==> config.mk <==
export PLATFORM = sky130hd
export DESIGN_NAME = calendar_month_grid_generator
export DESIGN_NICKNAME = d
export VERILOG_FILES = /design/src/sv/cmg_pkg.sv /design/src/sv/cmg_date.sv /design/src/sv/cmg_cell.sv /design/src/sv/calendar_month_grid_generator.sv
export SDC_FILE = /design/constraint.sdc
export NUM_CORES = 1
export LEC_CHECK = 0
export ABC_AREA = 1
export BUFFER_PORTS_ARGS = -buffer_cell sky130_fd_sc_hd__buf_2
export CORE_MARGIN = 3
export CORE_UTILIZATION = 40
export CTS_BUF_LIST = sky130_fd_sc_hd__clkbuf_2 sky130_fd_sc_hd__clkbuf_4 sky130_fd_sc_hd__clkbuf_8
export DETAILED_ROUTE_END_ITERATION = 6
export HOLD_SLACK_MARGIN = 0.05
export MAX_ROUTING_LAYER = met4
export PLACE_DENSITY = 0.56
export SLEW_MARGIN = 20
export SYNTH_ARGS = -nofsm -noshare
export SYNTH_HDL_FRONTEND = slang
export SYNTH_SLANG_ARGS = --single-unit
==> constraint.sdc <==
create_clock -name clk -period 7 [get_ports clk]
set_clock_uncertainty 0.1 [all_clocks]
set_input_delay 0.35 -clock clk [delete_from_list [all_inputs] [get_ports clk]]
set_output_delay 0.35 -clock clk [all_outputs]
set_load 0.1 [all_outputs]
==> src/sv/cmg_pkg.sv <==
// ----------------------------------------------------------------------------
// Calendar month grid package
// Grid constants, register indexes, reciprocal constants, month tables and
// the structs that travel between the date unit, the cell sequencer and top.
// ----------------------------------------------------------------------------
package cmg_pkg;

  localparam int GRID_ROWS     = 6;
  localparam int GRID_COLS     = 7;
  localparam int GLYPH_WIDTH   = 8;
  localparam int GRID_ORIGIN_Y = 80;
  localparam int DIGIT_HEIGHT  = 32;

  // Register indexes on the configuration port
  localparam logic REG_SCREEN_WIDTH  = 1'b0;
  localparam logic REG_SCREEN_HEIGHT = 1'b1;

  localparam logic [9:0] SCREEN_W_RST = 10'd320;
  localparam logic [9:0] SCREEN_H_RST = 10'd480;

  // Reciprocals: x/100 = (x*5243)>>19 for x < 16384,
  // x/7 = (x*37450)>>18 for x < 21000, w/7 = (w*1171)>>13, g/6 = (g*683)>>12
  localparam logic [12:0] RECIP_100    = 13'd5243;
  localparam logic [15:0] RECIP_7      = 16'd37450;
  localparam logic [10:0] RECIP_7_PX   = 11'd1171;
  localparam logic [9:0]  RECIP_6_PX   = 10'd683;

  // Per-request values handed from the date unit to the cell sequencer
  typedef struct packed {
    logic [2:0] skip;        // weekday of the first, leading blank count
    logic [4:0] dim;         // days in the month
    logic       date_match;  // view year and month equal today's
    logic [4:0] today_day;
  } params_t;

  // Screen geometry held at the top level
  typedef struct packed {
    logic [9:0] scr_w;
    logic [9:0] scr_h;
    logic [7:0] cell_w;
    logic [7:0] cell_h;
  } geom_t;

  // Sakamoto month offsets, January first
  function automatic logic [2:0] sak_offset(input logic [3:0] m);
    logic [2:0] o;
    case (m)
      4'd1:    o = 3'd0;
      4'd2:    o = 3'd3;
      4'd3:    o = 3'd2;
      4'd4:    o = 3'd5;
      4'd5:    o = 3'd0;
      4'd6:    o = 3'd3;
      4'd7:    o = 3'd5;
      4'd8:    o = 3'd1;
      4'd9:    o = 3'd4;
      4'd10:   o = 3'd6;
      4'd11:   o = 3'd2;
      4'd12:   o = 3'd4;
      default: o = 3'd0;
    endcase
    return o;
  endfunction

  // Days per month in a common year; meaningless months give 31
  function automatic logic [4:0] month_len(input logic [3:0] m);
    logic [4:0] d;
    case (m)
      4'd2:    d = 5'd28;
      4'd4:    d = 5'd30;
      4'd6:    d = 5'd30;
      4'd9:    d = 5'd30;
      4'd11:   d = 5'd30;
      default: d = 5'd31;
    endcase
    return d;
  endfunction

endpackage

==> src/sv/cmg_date.sv <==
// ----------------------------------------------------------------------------
// Calendar month date unit
// Four-stage stallable pipeline: input register, year/100, weekday sum,
// weekday mod 7. Holds the finished request values until the sequencer takes
// them.
// ----------------------------------------------------------------------------
module cmg_date (
  input  logic             clk,
  input  logic             rst_n,
  input  logic             in_tvalid,
  output logic             in_tready,
  input  logic [13:0]      view_year,
  input  logic [3:0]       req_month,
  input  logic [6:0]       today_year_low,
  input  logic [3:0]       today_month,
  input  logic [4:0]       today_day,
  output cmg_pkg::params_t prm,
  output logic             prm_valid,
  input  logic             prm_take
);
  import cmg_pkg::*;

  logic v0_r, v1_r, v2_r, v3_r;
  logic mv1, mv2, mv3, acc;

  logic [13:0] vy0_r;
  logic [3:0]  vm0_r, tm0_r;
  logic [6:0]  tyl0_r;
  logic [4:0]  td0_r;

  logic [13:0] vy1_r;
  logic [3:0]  vm1_r;
  logic [7:0]  q1_r;
  logic        dm1_r;
  logic [4:0]  td1_r;

  logic [14:0] s2_r;
  logic [4:0]  dim2_r;
  logic        dm2_r;
  logic [4:0]  td2_r;

  params_t     prm_r;

  // Advance each stage when the next one is empty or moving on
  assign mv3       = v2_r && (!v3_r || prm_take);
  assign mv2       = v1_r && (!v2_r || mv3);
  assign mv1       = v0_r && (!v1_r || mv2);
  assign in_tready = !v0_r || mv1;
  assign acc       = in_tvalid && in_tready;

  always_ff @(posedge clk) begin
    if (!rst_n) begin
      v0_r <= 1'b0;
      v1_r <= 1'b0;
      v2_r <= 1'b0;
      v3_r <= 1'b0;
    end else begin
      v0_r <= acc || (v0_r && !mv1);
      v1_r <= mv1 || (v1_r && !mv2);
      v2_r <= mv2 || (v2_r && !mv3);
      v3_r <= mv3 || (v3_r && !prm_take);
    end
  end

  // Stage 0: capture the request
  always_ff @(posedge clk) begin
    if (acc) begin
      vy0_r  <= view_year;
      vm0_r  <= req_month;
      tyl0_r <= today_year_low;
      tm0_r  <= today_month;
      td0_r  <= today_day;
    end
  end

  // Stage 1: year / 100 and today's year compare
  logic [26:0] p100;
  logic [6:0]  tyl_mod;
  logic [13:0] ty_full;
  assign p100    = {13'b0, vy0_r} * {14'b0, RECIP_100};
  assign tyl_mod = (tyl0_r >= 7'd100) ? (tyl0_r - 7'd100) : tyl0_r;
  assign ty_full = 14'd2000 + {7'b0, tyl_mod};

  always_ff @(posedge clk) begin
    if (mv1) begin
      vy1_r <= vy0_r;
      vm1_r <= vm0_r;
      q1_r  <= p100[26:19];
      dm1_r <= (vy0_r == ty_full) && (vm0_r == tm0_r);
      td1_r <= td0_r;
    end
  end

  // Stage 2: leap rule, month length and the Sakamoto sum
  logic [13:0] q1x100, r100, y_t;
  logic        mvalid, early, leap, yneg;
  logic [7:0]  qy;
  logic [4:0]  dim_t;
  logic [14:0] s_t;
  logic [2:0]  off;

  assign q1x100 = {6'b0, q1_r} * 14'd100;
  assign r100   = vy1_r - q1x100;
  assign leap   = (r100 == 14'd0) ? (q1_r[1:0] == 2'd0) : (vy1_r[1:0] == 2'd0);
  assign mvalid = (vm1_r >= 4'd1) && (vm1_r <= 4'd12);
  assign early  = mvalid && (vm1_r < 4'd3);
  assign yneg   = early && (vy1_r == 14'd0);
  assign y_t    = early ? (vy1_r - 14'd1) : vy1_r;
  assign qy     = (early && (r100 == 14'd0)) ? (q1_r - 8'd1) : q1_r;
  assign off    = sak_offset(vm1_r);

  always_comb begin
    if (!mvalid) begin
      dim_t = 5'd31;
    end else if ((vm1_r == 4'd2) && leap) begin
      dim_t = 5'd29;
    end else begin
      dim_t = month_len(vm1_r);
    end
    if (!mvalid) begin
      s_t = 15'd0;
    end else if (yneg) begin
      // year -1: all quotient terms truncate to zero, the sum is the offset
      s_t = {12'b0, off};
    end else begin
      s_t = {1'b0, y_t} + {3'b0, y_t[13:2]} - {7'b0, qy} + {9'b0, qy[7:2]}
            + {12'b0, off} + 15'd1;
    end
  end

  always_ff @(posedge clk) begin
    if (mv2) begin
      s2_r   <= s_t;
      dim2_r <= dim_t;
      dm2_r  <= dm1_r;
      td2_r  <= td1_r;
    end
  end

  // Stage 3: weekday = sum mod 7
  logic [30:0] p7;
  logic [11:0] q7;
  logic [14:0] q7x7, r7;
  assign p7   = {16'b0, s2_r} * {15'b0, RECIP_7};
  assign q7   = p7[29:18];
  assign q7x7 = {3'b0, q7} * 15'd7;
  assign r7   = s2_r - q7x7;

  always_ff @(posedge clk) begin
    if (mv3) begin
      prm_r.skip       <= r7[2:0];
      prm_r.dim        <= dim2_r;
      prm_r.date_match <= dm2_r;
      prm_r.today_day  <= td2_r;
    end
  end

  assign prm       = prm_r;
  assign prm_valid = v3_r;

  // Weekday always lands in 0..6
  a_skip_range: assert property (@(posedge clk) disable iff (!rst_n)
    v3_r |-> (prm_r.skip <= 3'd6))
    else $error("weekday out of range");

endmodule

==> src/sv/cmg_cell.sv <==
// ----------------------------------------------------------------------------
// Calendar month cell sequencer
// Walks the 6x7 grid one cell per cycle, unless out_tready stalls it, with running
// row, column, day and pixel counters and builds each cell into the output register.
// ----------------------------------------------------------------------------
module cmg_cell (
  input  logic             clk,
  input  logic             rst_n,
  input  cmg_pkg::params_t prm,
  input  logic             prm_valid,
  output logic             prm_take,
  input  cmg_pkg::geom_t   geom,
  output logic             out_tvalid,
  input  logic             out_tready,
  output logic [71:0]      out_tdata,
  output logic             out_tlast
);
  import cmg_pkg::*;

  localparam logic [2:0] LAST_ROW = 3'(GRID_ROWS - 1);
  localparam logic [2:0] LAST_COL = 3'(GRID_COLS - 1);

  logic              run_r;
  logic [2:0]        row_r, col_r;
  logic signed [6:0] day_r;
  logic [9:0]        x0_r, y0_r;
  params_t           prm_r;

  logic              out_tvalid_r;
  logic [71:0]       out_tdata_r;
  logic              out_tlast_r;

  logic adv, last, load;

  assign adv      = run_r && (!out_tvalid_r || out_tready);
  assign last     = (row_r == LAST_ROW) && (col_r == LAST_COL);
  assign load     = prm_valid && (!run_r || (adv && last));
  assign prm_take = load;

  // Start a run on new request values, else step through the grid
  always_ff @(posedge clk) begin
    if (!rst_n) begin
      run_r <= 1'b0;
    end else if (load) begin
      run_r <= 1'b1;
    end else if (adv && last) begin
      run_r <= 1'b0;
    end
  end

  always_ff @(posedge clk) begin
    if (load) begin
      prm_r <= prm;
      row_r <= 3'd0;
      col_r <= 3'd0;
      day_r <= 7'sd1 - $signed({4'b0, prm.skip});
      x0_r  <= 10'd0;
      y0_r  <= 10'(GRID_ORIGIN_Y);
    end else if (adv) begin
      day_r <= day_r + 7'sd1;
      if (col_r == LAST_COL) begin
        col_r <= 3'd0;
        x0_r  <= 10'd0;
        row_r <= row_r + 3'd1;
        y0_r  <= y0_r + {2'b0, geom.cell_h};
      end else begin
        col_r <= col_r + 3'd1;
        x0_r  <= x0_r + {2'b0, geom.cell_w};
      end
    end
  end

  // Cell rectangle, with the last column and row reaching the screen edge
  logic signed [12:0] x0s, y0s, x1, y1, wlen, hlen, dw, nx, ny, hx, hy, tx, ty;
  logic               inm, today, shown;

  assign x0s  = $signed({3'b0, x0_r});
  assign y0s  = $signed({3'b0, y0_r});
  assign x1   = (col_r == LAST_COL) ? ($signed({3'b0, geom.scr_w}) - 13'sd1)
                                    : (x0s + $signed({5'b0, geom.cell_w}) - 13'sd1);
  assign y1   = (row_r == LAST_ROW) ? ($signed({3'b0, geom.scr_h}) - 13'sd1)
                                    : (y0s + $signed({5'b0, geom.cell_h}) - 13'sd1);
  assign wlen = x1 - x0s + 13'sd1;
  assign hlen = y1 - y0s + 13'sd1;

  // Centered text origin, halving with truncation toward zero
  assign inm = (day_r >= 7'sd1) && (day_r <= $signed({2'b0, prm_r.dim}));
  assign dw  = (day_r >= 7'sd10) ? 13'(4 * GLYPH_WIDTH) : 13'(2 * GLYPH_WIDTH);
  assign nx  = wlen - dw;
  assign ny  = hlen - 13'(DIGIT_HEIGHT);
  assign hx  = (nx + $signed({12'b0, nx[12]})) >>> 1;
  assign hy  = (ny + $signed({12'b0, ny[12]})) >>> 1;
  assign tx  = x0s + hx;
  assign ty  = y0s + hy;

  assign today = inm && prm_r.date_match && (day_r[4:0] == prm_r.today_day);
  assign shown = inm && !tx[12] && !ty[12];

  // Load the output register when it is free or being drained
  always_ff @(posedge clk) begin
    if (!rst_n) begin
      out_tvalid_r <= 1'b0;
    end else if (adv) begin
      out_tvalid_r <= 1'b1;
    end else if (out_tready) begin
      out_tvalid_r <= 1'b0;
    end
  end

  always_ff @(posedge clk) begin
    if (adv) begin
      out_tdata_r <= {shown,
                      inm ? ty[10:0] : 11'd0,
                      inm ? tx[10:0] : 11'd0,
                      y1[9:0], x1[9:0], y0_r, x0_r,
                      today, inm, day_r};
      out_tlast_r <= last;
    end
  end

  assign out_tvalid = out_tvalid_r;
  assign out_tdata  = out_tdata_r;
  assign out_tlast  = out_tlast_r;

  a_run_ends: assert property (@(posedge clk) disable iff (!rst_n)
    (adv && last && !prm_valid) |=> !run_r)
    else $error("run did not stop after the last cell");

  a_in_month_day: assert property (@(posedge clk) disable iff (!rst_n)
    (out_tvalid_r && out_tdata_r[7]) |->
      ($signed(out_tdata_r[6:0]) >= 7'sd1 && $signed(out_tdata_r[6:0]) <= 7'sd31))
    else $error("in-month cell with bad day number");

  a_today_in_month: assert property (@(posedge clk) disable iff (!rst_n)
    (out_tvalid_r && (out_tdata_r[8] || out_tdata_r[71])) |-> out_tdata_r[7])
    else $error("today or text flag outside the month");

  a_last_day: assert property (@(posedge clk) disable iff (!rst_n)
    (adv && last) |-> (day_r == 7'sd42 - $signed({4'b0, prm_r.skip})))
    else $error("day counter out of step with the grid");

endmodule

==> src/sv/calendar_month_grid_generator.sv <==
// ----------------------------------------------------------------------------
// Calendar month grid generator
// Takes a year/month request with today's date and streams the 42 cells of
// the month grid, each with day number, flags, rectangle and text origin.
// ----------------------------------------------------------------------------
// First cell word path: date unit pipeline, sequencer counters, output register.
// Throughput: one cell word per cycle from the cell sequencer's output register
//   while out_tready holds; the next request is taken and worked out while the
//   current grid streams.
// Reset: synchronous; screen size returns to 320x480, all words in flight drop.
module calendar_month_grid_generator (
  input  logic        clk,
  input  logic        rst_n,
  // view_year[13:0], view_month[17:14], today_year_low[24:18],
  // today_month[28:25], today_day[33:29], zero fill[39:34]
  input  logic [39:0] in_tdata,
  input  logic        in_tvalid,
  output logic        in_tready,
  // day_number[6:0], in_month[7], is_today[8], left_x[18:9], top_y[28:19],
  // right_x[38:29], bottom_y[48:39], text_x[59:49], text_y[70:60],
  // text_shown[71]
  output logic [71:0] out_tdata,
  output logic        out_tlast,
  output logic        out_tvalid,
  input  logic        out_tready,
  input  logic        cfg_valid,
  output logic        cfg_ready,
  input  logic        cfg_index,
  input  logic [9:0]  cfg_data
);
  import cmg_pkg::*;

  logic [9:0] scr_w_r, scr_h_r;
  logic [7:0] cell_w_r, cell_h_r;
  geom_t      geom;
  params_t    prm;
  logic       prm_valid, prm_take;

  // Configuration writes are always accepted and go straight into the registers
  assign cfg_ready = 1'b1;

  always_ff @(posedge clk) begin
    if (!rst_n) begin
      scr_w_r <= SCREEN_W_RST;
      scr_h_r <= SCREEN_H_RST;
    end else if (cfg_valid) begin
      case (cfg_index)
        REG_SCREEN_WIDTH:  scr_w_r <= cfg_data;
        REG_SCREEN_HEIGHT: scr_h_r <= cfg_data;
        default:           scr_w_r <= scr_w_r;
      endcase
    end
  end

  // Cell size from the screen size: width / 7, (height - 80) / 6
  logic [20:0] pw;
  logic [9:0]  grid_h;
  logic [19:0] ph;
  assign pw     = {11'b0, scr_w_r} * {10'b0, RECIP_7_PX};
  assign grid_h = (scr_h_r >= 10'(GRID_ORIGIN_Y)) ? (scr_h_r - 10'(GRID_ORIGIN_Y))
                                                  : 10'd0;
  assign ph     = {10'b0, grid_h} * {10'b0, RECIP_6_PX};

  always_ff @(posedge clk) begin
    cell_w_r <= pw[20:13];
    cell_h_r <= ph[19:12];
  end

  assign geom.scr_w  = scr_w_r;
  assign geom.scr_h  = scr_h_r;
  assign geom.cell_w = cell_w_r;
  assign geom.cell_h = cell_h_r;

  cmg_date u_date (
    .clk            (clk),
    .rst_n          (rst_n),
    .in_tvalid      (in_tvalid),
    .in_tready      (in_tready),
    .view_year      (in_tdata[13:0]),
    .req_month      (in_tdata[17:14]),
    .today_year_low (in_tdata[24:18]),
    .today_month    (in_tdata[28:25]),
    .today_day      (in_tdata[33:29]),
    .prm            (prm),
    .prm_valid      (prm_valid),
    .prm_take       (prm_take)
  );

  cmg_cell u_cell (
    .clk        (clk),
    .rst_n      (rst_n),
    .prm        (prm),
    .prm_valid  (prm_valid),
    .prm_take   (prm_take),
    .geom       (geom),
    .out_tvalid (out_tvalid),
    .out_tready (out_tready),
    .out_tdata  (out_tdata),
    .out_tlast  (out_tlast)
  );

endmodule

* Word-level counts from Yosys, hierarchy flattened
Memories as Yosys holds them, arrays and structs flattened. A register that Yosys moved wholly into a read port is not among the register bits.
Index checks and enable logic that the tools add are counted.
** Operators by class
- Multiplexer cells :: 20
- $lt $le $gt $ge :: 8
- Bitwise gates (word level) :: 2
- Add/sub/neg operators :: 34
- $mul :: 6
- Eq/ne operators :: 10
- Reduce and logical (&&, ||, !) cells :: 58
** Operator list (count)
- 15-bit by 15-bit multiplier with 29-bit output (second input constant) :: 1
- 14-bit logical NOT :: 2
- 14-bit by 13-bit multiplier with 27-bit output (second input constant) :: 1
- 11-bit by 12-bit adder with 13-bit output :: 2
- 13-bit by 2-bit adder with 13-bit output :: 2
- 13-bit by 2-bit adder with 13-bit output (second input constant) :: 2
- 13-bit two-way mux :: 2
- 13-bit by 11-bit subtractor with 13-bit output :: 2
- 13-bit by 2-bit subtractor with 13-bit output (second input constant) :: 2
- 1-bit logical AND :: 23
- 10-bit by 8-bit adder with 11-bit output :: 2
- 10-bit by 1-bit subtractor with 11-bit output (second input constant) :: 2
- 10-bit by 11-bit multiplier with 21-bit output (second input constant) :: 1
- 7-bit two-way mux :: 3
- 10-bit by 8-bit adder with 10-bit output :: 2
- 10-bit by 10-bit multiplier with 20-bit output (second input constant) :: 1
- 10-bit two-way mux :: 2
- 14-bit by 12-bit adder with 15-bit output :: 1
- 15-bit by 1-bit adder with 15-bit output (second input constant) :: 1
- 15-bit by 3-bit adder with 15-bit output :: 1
- 15-bit by 6-bit adder with 15-bit output :: 1
- 15-bit by 8-bit subtractor with 15-bit output :: 1
- 14-bit equality test :: 1
- 14-bit two-way mux :: 1
- 43 further kinds :: 79
** Word-level totals
- Output and inout port bits :: 76
- Memories kept :: 1
- Memory bits (read-only) :: 48
- Register bits after elaboration :: 265
- Logic and storage cells :: 180
- Input port bits :: 56
** Memory list
- (no name shown) :: depth 16, width 3, rd ports 1, clocked after memory_dff 1, write ports 0, RTL line cmg_pkg.sv:47 : case (m)

* Longest topological paths before layout
Gate-level depths: netlist (run 1).
- Depth in word-level cells :: 15
- Depth in mapped cells :: 51
- Mapped depth without buffers :: 51

* Cells and area by module
From an unflattened synthesis (run 1), not the netlist that was laid out.
** Unflattened totals
- Cell total of the unflattened synthesis :: 3230
- Area, all modules :: 27286.2 um2
** By module, submodules not included
- cmg_date :: area each 13131.3 um2, times used 1, cells an instance 1453, seq. area each 3143.0 um2
- cmg_cell :: area each 9276.4 um2, times used 1, cells an instance 1170, seq. area each 3293.2 um2
- calendar_month_grid_generator :: area each 4878.4 um2, times used 1, cells an instance 607, seq. area each 720.7 um2

* Worst setup path before layout (run 1)
OpenSTA, ideal clock, no wires.
- Path kind :: register to register
- Start :: register u_date.q1_r[2]
- End :: register u_date.s2_r[11] (data pin)
- Arrival :: 7209 ps
- Path slack :: -563 ps
- Clock period less this slack :: 7563 ps
- Setup time :: 254 ps
- Cell stages (with the launch flop) :: 42
- Data required time :: 6646 ps
- Buffers on the path :: 0
- Cells stage by stage :: edfxtp_1 inv_1 ha_1 ha_1 fa_1 ha_1 a21oi_1 nand2_1 xnor2_1 ha_1 nand2_1 nor2_1 a211oi_2 nand2_1 nand2_1 nand2_1 a21oi_2 xor2_1 (+6 left out) fa_1 fa_1 inv_1 a21o_1 a21oi_1 inv_1 nand2_1 inv_1 nor2_1 nor2_1 nor2_1 o21ai_0 inv_1 nor2_1 o21ai_0 nand2_1 a21oi_1 o21a_1
** Between the ends
- Cells in the longest elaborated chain, start to end :: 9
- Elaborated cells between the ends (all ways) :: 10
- Those cells by class :: 6 x add/sub; 1 x mul; 1 x mux; 2 x reduce/logical
** Ends and longest elaborated chain
- from (decl) :: RTL line cmg_date.sv:33 : logic [7:0] q1_r;
- from (signal assigned) :: RTL line cmg_date.sv:88 : q1_r <= p100[26:19];
- 8-bit by 5-bit multiplier with 12-bit output :: RTL line cmg_date.sv:102 : assign q1x100 = {6'b0, q1_r} * 14'd100;
- 14-bit subtractor :: RTL line cmg_date.sv:103 : assign r100 = vy1_r - q1x100;
- 14-bit logical NOT :: RTL line cmg_date.sv:109 : assign qy = (early && (r100 == 14'd0)) ? (q1_r - 8'd1) : q1_r;
- 1-bit logical AND :: RTL line cmg_date.sv:109
- 8-bit two-way mux * :: RTL line cmg_date.sv:109
- 15-bit by 8-bit subtractor with 15-bit output :: RTL line cmg_date.sv:126 : s_t = {1'b0, y_t} + {3'b0, y_t[13:2]} - {7'b0, qy} + {9'b0, qy[7:2]}
- 15-bit by 6-bit adder with 15-bit output * :: RTL line cmg_date.sv:126
- 15-bit by 3-bit adder with 15-bit output * :: RTL line cmg_date.sv:127 : + {12'b0, off} + 15'd1;
- 15-bit by 1-bit adder with 15-bit output * :: RTL line cmg_date.sv:127
- to (signal assigned) :: RTL line cmg_date.sv:133 : s2_r <= s_t;
- to (decl) :: RTL line cmg_date.sv:37 : logic [14:0] s2_r;
Mark *: on every way between the ends. The rest lies on a longest branch, timed or not.
A chain may end at the register's enable or synchronous reset.

* Worst setup path in the final report (run 1)
Ends and elaborated chain as after synthesis.

==> results.cfg, run 1 <==
[setup_path]
critPathMaxFanout = 7
critPathArrivalTime_ns = 7.98
critical_path.slowest_cell = fa_1
worstSetupStartpoint = u_date.q1_r[2]$_DFFE_PP_
critPathRequiredTime_ns = 7.25
worstSetupEndpointType = flop
path_class = reg -> reg
cp_slowest_stage_delay_ns = 0.59
worstSetupStartpointType = flop
rr_startpoint = u_date.q1_r[2]$_DFFE_PP_

[global_routing]
grt_pass1_vias = 20400
antenna_found_initial = 2
grt_max_degree = 77
grt_usage_pct = 18.8
grt_pass1_wl_mm = 100
gr-total-overflow = 0

[routing]
first_pass_iters = 5
vias = 20100
wire_per_inst_um = 14.8
drt_wl_total_mm = 61.5
antenna_left = 0
via_per_inst = 4.85
drc = 0
drtIter0Drc = 919

[timing]
whs_ns = 0.182
hold_viol = 0
fin_ws_ns = -0.721
setup_tns_ns = -4.61
setup_viol = 10
worstMarginPinSlew_ns = 0.954
timing.slew.headroom_pct = 36.4
period_minus_slack_ns = 7.72
grt_setup_unrepaired = true
finalCritPeriodShare_pct = 110
finalMaxSlewViolations = 0
fmax_mhz = 130

[die]
die_y_um = 261
rows = 92
fp.dieArea_mm2 = 0.0680
coreArea_mm2 = 0.0637
initial_core_util_pct = 40.8
ios = 132
die_w_um = 261

[clock_network]
path_clk_slew_ns = 0.06
htree_num_levels = 2
cts_buffers = 51
clock-sinks = 259
cts_tree = yes
clkLatencyLatePin_ns = 0.68
clockBufferDepth = 3
cts_root_buf = clkbuf_8

[worst_hold_path]
hp-start = cfg_valid
hold_class = in -> reg

[job]
cap_violations = 0

[layout]
final_common_cell = inv_1
post_route_cells_drive_above_1_share_pct = 15.2
syn_to_final_growth_pct = 17.6
finish.utilization_pct = 48.0
fin_nets = 3961
final_cell_mix = inv_1 (623), ha_1 (475), nand2_1 (392)

[run_status]
violations = setup timing
status = finished, violations left

[logic_synthesis]
synth_cell_types = 60
synth_seq_cells = 259
yosys_warnings = 0
synth-edff-count = 188
syn_inst = 2923
syn-num-nets = 3628
syn_area_mm2 = 0.0260
synthArstFlopShare_pct = 0
ys_seq_area_share_pct = 27.2
ys.flop_type = edfxtp_1
syn_area_per_cell_um2 = 8.89

[placed_design]
place_ws_ns = -0.655
gp_congestion = 0.907
place_hpwl_mm = 50.7
port_buffers = 124
worst max-delay path: cells and delay by family, from the launching register on:
kind	cells	cell delay [ns]
flip-flops	1	0.43
buffers and inverters	7	0.58
AND/OR/NAND/NOR	17	1.69
AO/OA/AOI/OAI	10	1.03
adder cells (fa/ha/maj)	9	3.50
XOR/XNOR	1	0.12
kinds of logic after synthesis:
family,share of synthesized area [%]
flip-flops,27.2
AND/OR/NAND/NOR,14.4
AO/OA/AOI/OAI,8.55
other,0.0144
adder cells (fa/ha/maj),35.7
buffers and inverters,9.62
XOR/XNOR,4.49
cells in the mapped netlist, drive strengths merged, types with 13 or more instances:
master	count	area share, %
inv	643	9.3
ha	494	24
nand2	431	6.5
edfxtp	188	22
a21oi	175	3.4
nor2	175	2.8
fa	155	12
o21ai	138	2.7
nand3	118	2.5
xor2	89	3.0
dfxtp	71	5.5
xnor2	42	1.5
nand4	38	0.97
nor3	29	0.66
o211ai	18	0.52
clkbuf	17	0.25
or2	13	0.31
sequential cells by signal (all words and copies together) (netlist names), 4 cells and up:
| name | flops |
|---|---|
| u_cell.y0_r | 10 |
| cell_h_r | 8 |
| u_date.td0_r | 5 |
| cell_w_r | 8 |
| u_date.vy0_r | 14 |
| u_cell.prm_r | 8 |
| u_date.td1_r | 5 |
| u_date.vm0_r | 4 |
| u_cell.day_r | 7 |
| u_date.tm0_r | 4 |
| u_cell.out_tdata | 72 |
| u_cell.x0_r | 10 |
| u_date.s2_r | 15 |
| u_date.prm | 11 |
| u_date.q1_r | 8 |
| u_date.vy1_r | 14 |
| u_date.tyl0_r | 7 |
| scr_w_r | 10 |
| u_date.vm1_r | 4 |
| scr_h_r | 10 |
| u_date.td2_r | 5 |
what timing repair did:
item | in CTS | in global routing
buffers inserted | 10 | 12
pin swaps | 26 | 44
gates resized for setup | 12 | 75
endpoints found under the hold margin | 57 | 0
hold buffers | 53 | 0
setup endpoints to repair | 11 | 25
metal layers:
metal  global-route usage [%]  up-vias  wire (µm)
met3                     2.31      108       2290
met4                     5.76        0       1760
met1                     24.2     9397      28900
li1                         -    10300          -
met2                     30.9      328      28600
met5                        -        -          0
path summary, 6_finish.rpt:
kind	endpoint	slack, ns	depth (start not counted)
worst max-delay path	u_date.s2_r[11]$_SDFFCE_PP0P_	-0.72	44
worst min-delay path	scr_h_r[0]$_SDFFE_PN0P_	0.18	3
worst max register to register	u_date.s2_r[11]$_SDFFCE_PP0P_	-0.72	44
worst min register to register	u_cell.prm_r[0]$_DFFE_PP_	0.27	0
final cells by class:
type / instances / area [µm²]
fillers: 6083 / 33100
repair buffers: 300 / 2090
flip-flops and latches: 259 / 7070
clock buffers: 66 / 815
clock inverters: 29 / 241
diodes: 1 / 2.50
inverters: 644 / 2420
well taps: 846 / 1060
multi-input cells: 2000 / 16900
through the flow:
stage,cells,area [µm²]
finish,4145,30600
global route,4145,30600
CTS,4132,30200
detailed placement,3976,28500
global placement,3976,28500
floorplan,2923,26100
Power of run 1 is left out: the tool's default activity adds up to more than one toggle a clock period on the data nets, which glitch-free logic cannot reach.
==> run 2: changes to the inputs <==
Settings changed: SYNTH_HIERARCHICAL from default to 1.
==> run 2 against run 1 <==
  * The flow now finishes without violations
  * Largest cell class unchanged
  * Utilization down 0.72 points
  * Global-route usage increased by 0.23 points
  * Critical endpoint is now u_date/s2_r[13]$_SDFFCE_PP0P_
  * Hold slack better by 0.13 ns
  * Cell area rose by 4.3%
  * Clock-buffer cell count grew 8
  * Fmax up 11%
  * Sequential share of layout area shrank 0.67 points
  * Flip-flop and latch count rose by 3
  * Highest routed layer unchanged
  * Cell count rose by 7.6%
  * Register-to-register slack improved by 0.78 ns
  * Critical path type unchanged
==> results.cfg, run 2 <==
[placed_design]
gp_congestion = 0.887
place_hpwl_mm = 53.2
port_buffers = 124
place_ws_ns = -0.166

[logic_synthesis]
synthTopCellsByCount = inv_1 (723), nand2_1 (511), ha_1 (507)
syn_area_mm2 = 0.0273
synth_cell_types = 58
synth_top_area_cell = ha_1
synth-edff-count = 191
synth_top_cell_area_share_pct = 23.2
synthArstFlopShare_pct = 0
ys.flop_type = edfxtp_1
yosys_warnings = 6
syn_inst = 3230
synth_seq_cells = 262
synthTopCellsByArea = ha_1 (23%), edfxtp_1 (21%), fa_1 (11%), inv_1 (9.9%), nand2_1 (7.0%)
syn_area_per_cell_um2 = 8.45
ys_seq_area_share_pct = 26.2
yosysMostFrequentCell = inv_1

[layout]
register_area_mm2 = 0.00716
fin_nets = 4262
final_common_cell = inv_1
largest_register_ffs = 72
post_route_cells_drive_above_1_share_pct = 13.8
syn_to_final_growth_pct = 16.8
fillers = 6573
final_cell_mix = inv_1 (704), nand2_1 (501), ha_1 (485)
multi_input_area_mm2 = 0.0178

[global_routing]
grt_pass1_wl_mm = 106
grt_max_degree = 57
antenna_found_initial = 1
grt_usage_pct = 19.0
gr-total-overflow = 0
grt_pass1_vias = 21100

[timing]
hold_viol = 0
finalMaxSlewViolations = 0
setup_viol = 0
worstMarginPinSlew_ns = 0.819
fmax_mhz = 144
grt_setup_unrepaired = true
fin_ws_ns = 0.0555
period_minus_slack_ns = 6.94
finalCritPeriodShare_pct = 99.2
timing.slew.headroom_pct = 45.3

[routing]
drt_wl_total_mm = 65.2
drc = 0
wire_per_inst_um = 14.6
vias = 21500
drtIter0Drc = 999
first_pass_iters = 5
antenna_left = 0
via_per_inst = 4.82

[clock_network]
cts_buffers = 50
path_clk_slew_ns = 0.06
cts_tree = yes
htree_num_levels = 2
cts_root_buf = clkbuf_8
clkLatencyLatePin_ns = 0.63
clockBufferDepth = 3
clock-sinks = 262

[die]
fp.dieArea_mm2 = 0.0714
die_w_um = 267
ios = 132
coreArea_mm2 = 0.0674
rows = 95
initial_core_util_pct = 40.5
die_y_um = 267

[setup_path]
r2r_cells = 38
critPathMaxFanout = 6
worstSetupStartpoint = u_date/q1_r[1]$_DFFE_PP_
critical_path.slowest_cell = fa_2
critPathRequiredTime_ns = 7.28
critPathArrivalTime_ns = 7.22
cp.depth = 38
cp_slowest_stage_delay_ns = 0.57
r2r_end = u_date/s2_r[13]$_SDFFCE_PP0P_
rr_startpoint = u_date/q1_r[1]$_DFFE_PP_
worstSetupEndpointType = flop
worstSetupStartpointType = flop
r2r_setup_slack_ns = 0.06
critical_path.top_delay_family = adder cells
path_class = reg -> reg
crit_top_cell = nand2_1
cp.buffers_inverters = 8

[job]
cap_violations = 0

[worst_hold_path]
hold_class = reg -> reg
hold_end = u_cell/prm_r[4]$_DFFE_PP_
holdPathStages = 0
hp-start = u_date/prm[4]$_DFFE_PP_

[run_status]
status = finished clean
run 2: changes by cell type in the layout (fill, tap and decap cells not counted), sizes merged, moves of 14 or more:
cell / delta
nand2: +102
inv: +80
nor2: +43
nand3: +32
a21oi: +21
buf: -21
nor3: +14
run 2: stage by stage:
stage	utilization [%]	instances	TNS, ns	hold WS (ns)	instance area (µm²)
after detailed placement	43.8	4288	-0.529	0.305	29500
final	47.3	4458	0	0.313	31900
after floorplan	-	3232	0	0.300	27300
after global routing	47.3	4458	-1.24	0.296	31900
after CTS	46.4	4442	-0.00500	0.267	31300
after global placement	43.8	4288	-0.436	0.305	29500
run 2: how the worst max path moves through the flow:
stage	to	slack, ns
CTS	u_date/s2_r[14]$_SDFFCE_PP0P_	-0.005
finish	u_date/s2_r[13]$_SDFFCE_PP0P_	0.06
floorplan	u_date/s2_r[14]$_SDFFCE_PP0P_	0.08
global placement	u_date/s2_r[14]$_SDFFCE_PP0P_	-0.15
global route	u_date/s2_r[9]$_SDFFCE_PP0P_	-0.32
detailed placement	u_date/s2_r[9]$_SDFFCE_PP0P_	-0.17
run 2: cells by family (layout without fill, tap and decap cells):
group | count (synthesis) | count (layout) | synth area share, %
buf+inv | 748 | 1099 | 10.4
other cells | 2 | 6 | 0.0275
compound gates | 432 | 432 | 8.85
xor+xnor | 115 | 115 | 3.69
simple gates | 1008 | 1008 | 16.2
flops | 262 | 262 | 26.2
fa+ha+maj | 663 | 663 | 34.7
run 2: what timing repair did:
action | in CTS | in global routing
buffers inserted | 9 | 13
hold buffers | 53 | 0
hold endpoints to repair | 57 | 0
pin swaps | 16 | 67
endpoints found under the setup margin | 6 | 19
gates resized for setup | 17 | 116
run 2: final cells by class:
type                            instances  area share [%]
Inverter                              728            8.58
Clock buffer                           74            2.80
Multi-Input combinational cell       2222            56.0
Clock inverter                         18           0.569
Sequential cell                       262            22.5
Timing Repair Buffer                  279            6.13
Tap cell                              873            3.43
Antenna cell                            2          0.0157
run 2: layer usage:
metal  up-vias  wire length [µm]  track usage, %
met5         -                 0               -
met4         0              1710            5.41
met3       107              2690            2.59
met2       378             30100            31.0
met1      9877             30700            24.7
li1      11100                 -               -
Power of run 2 is left out for the same reason.
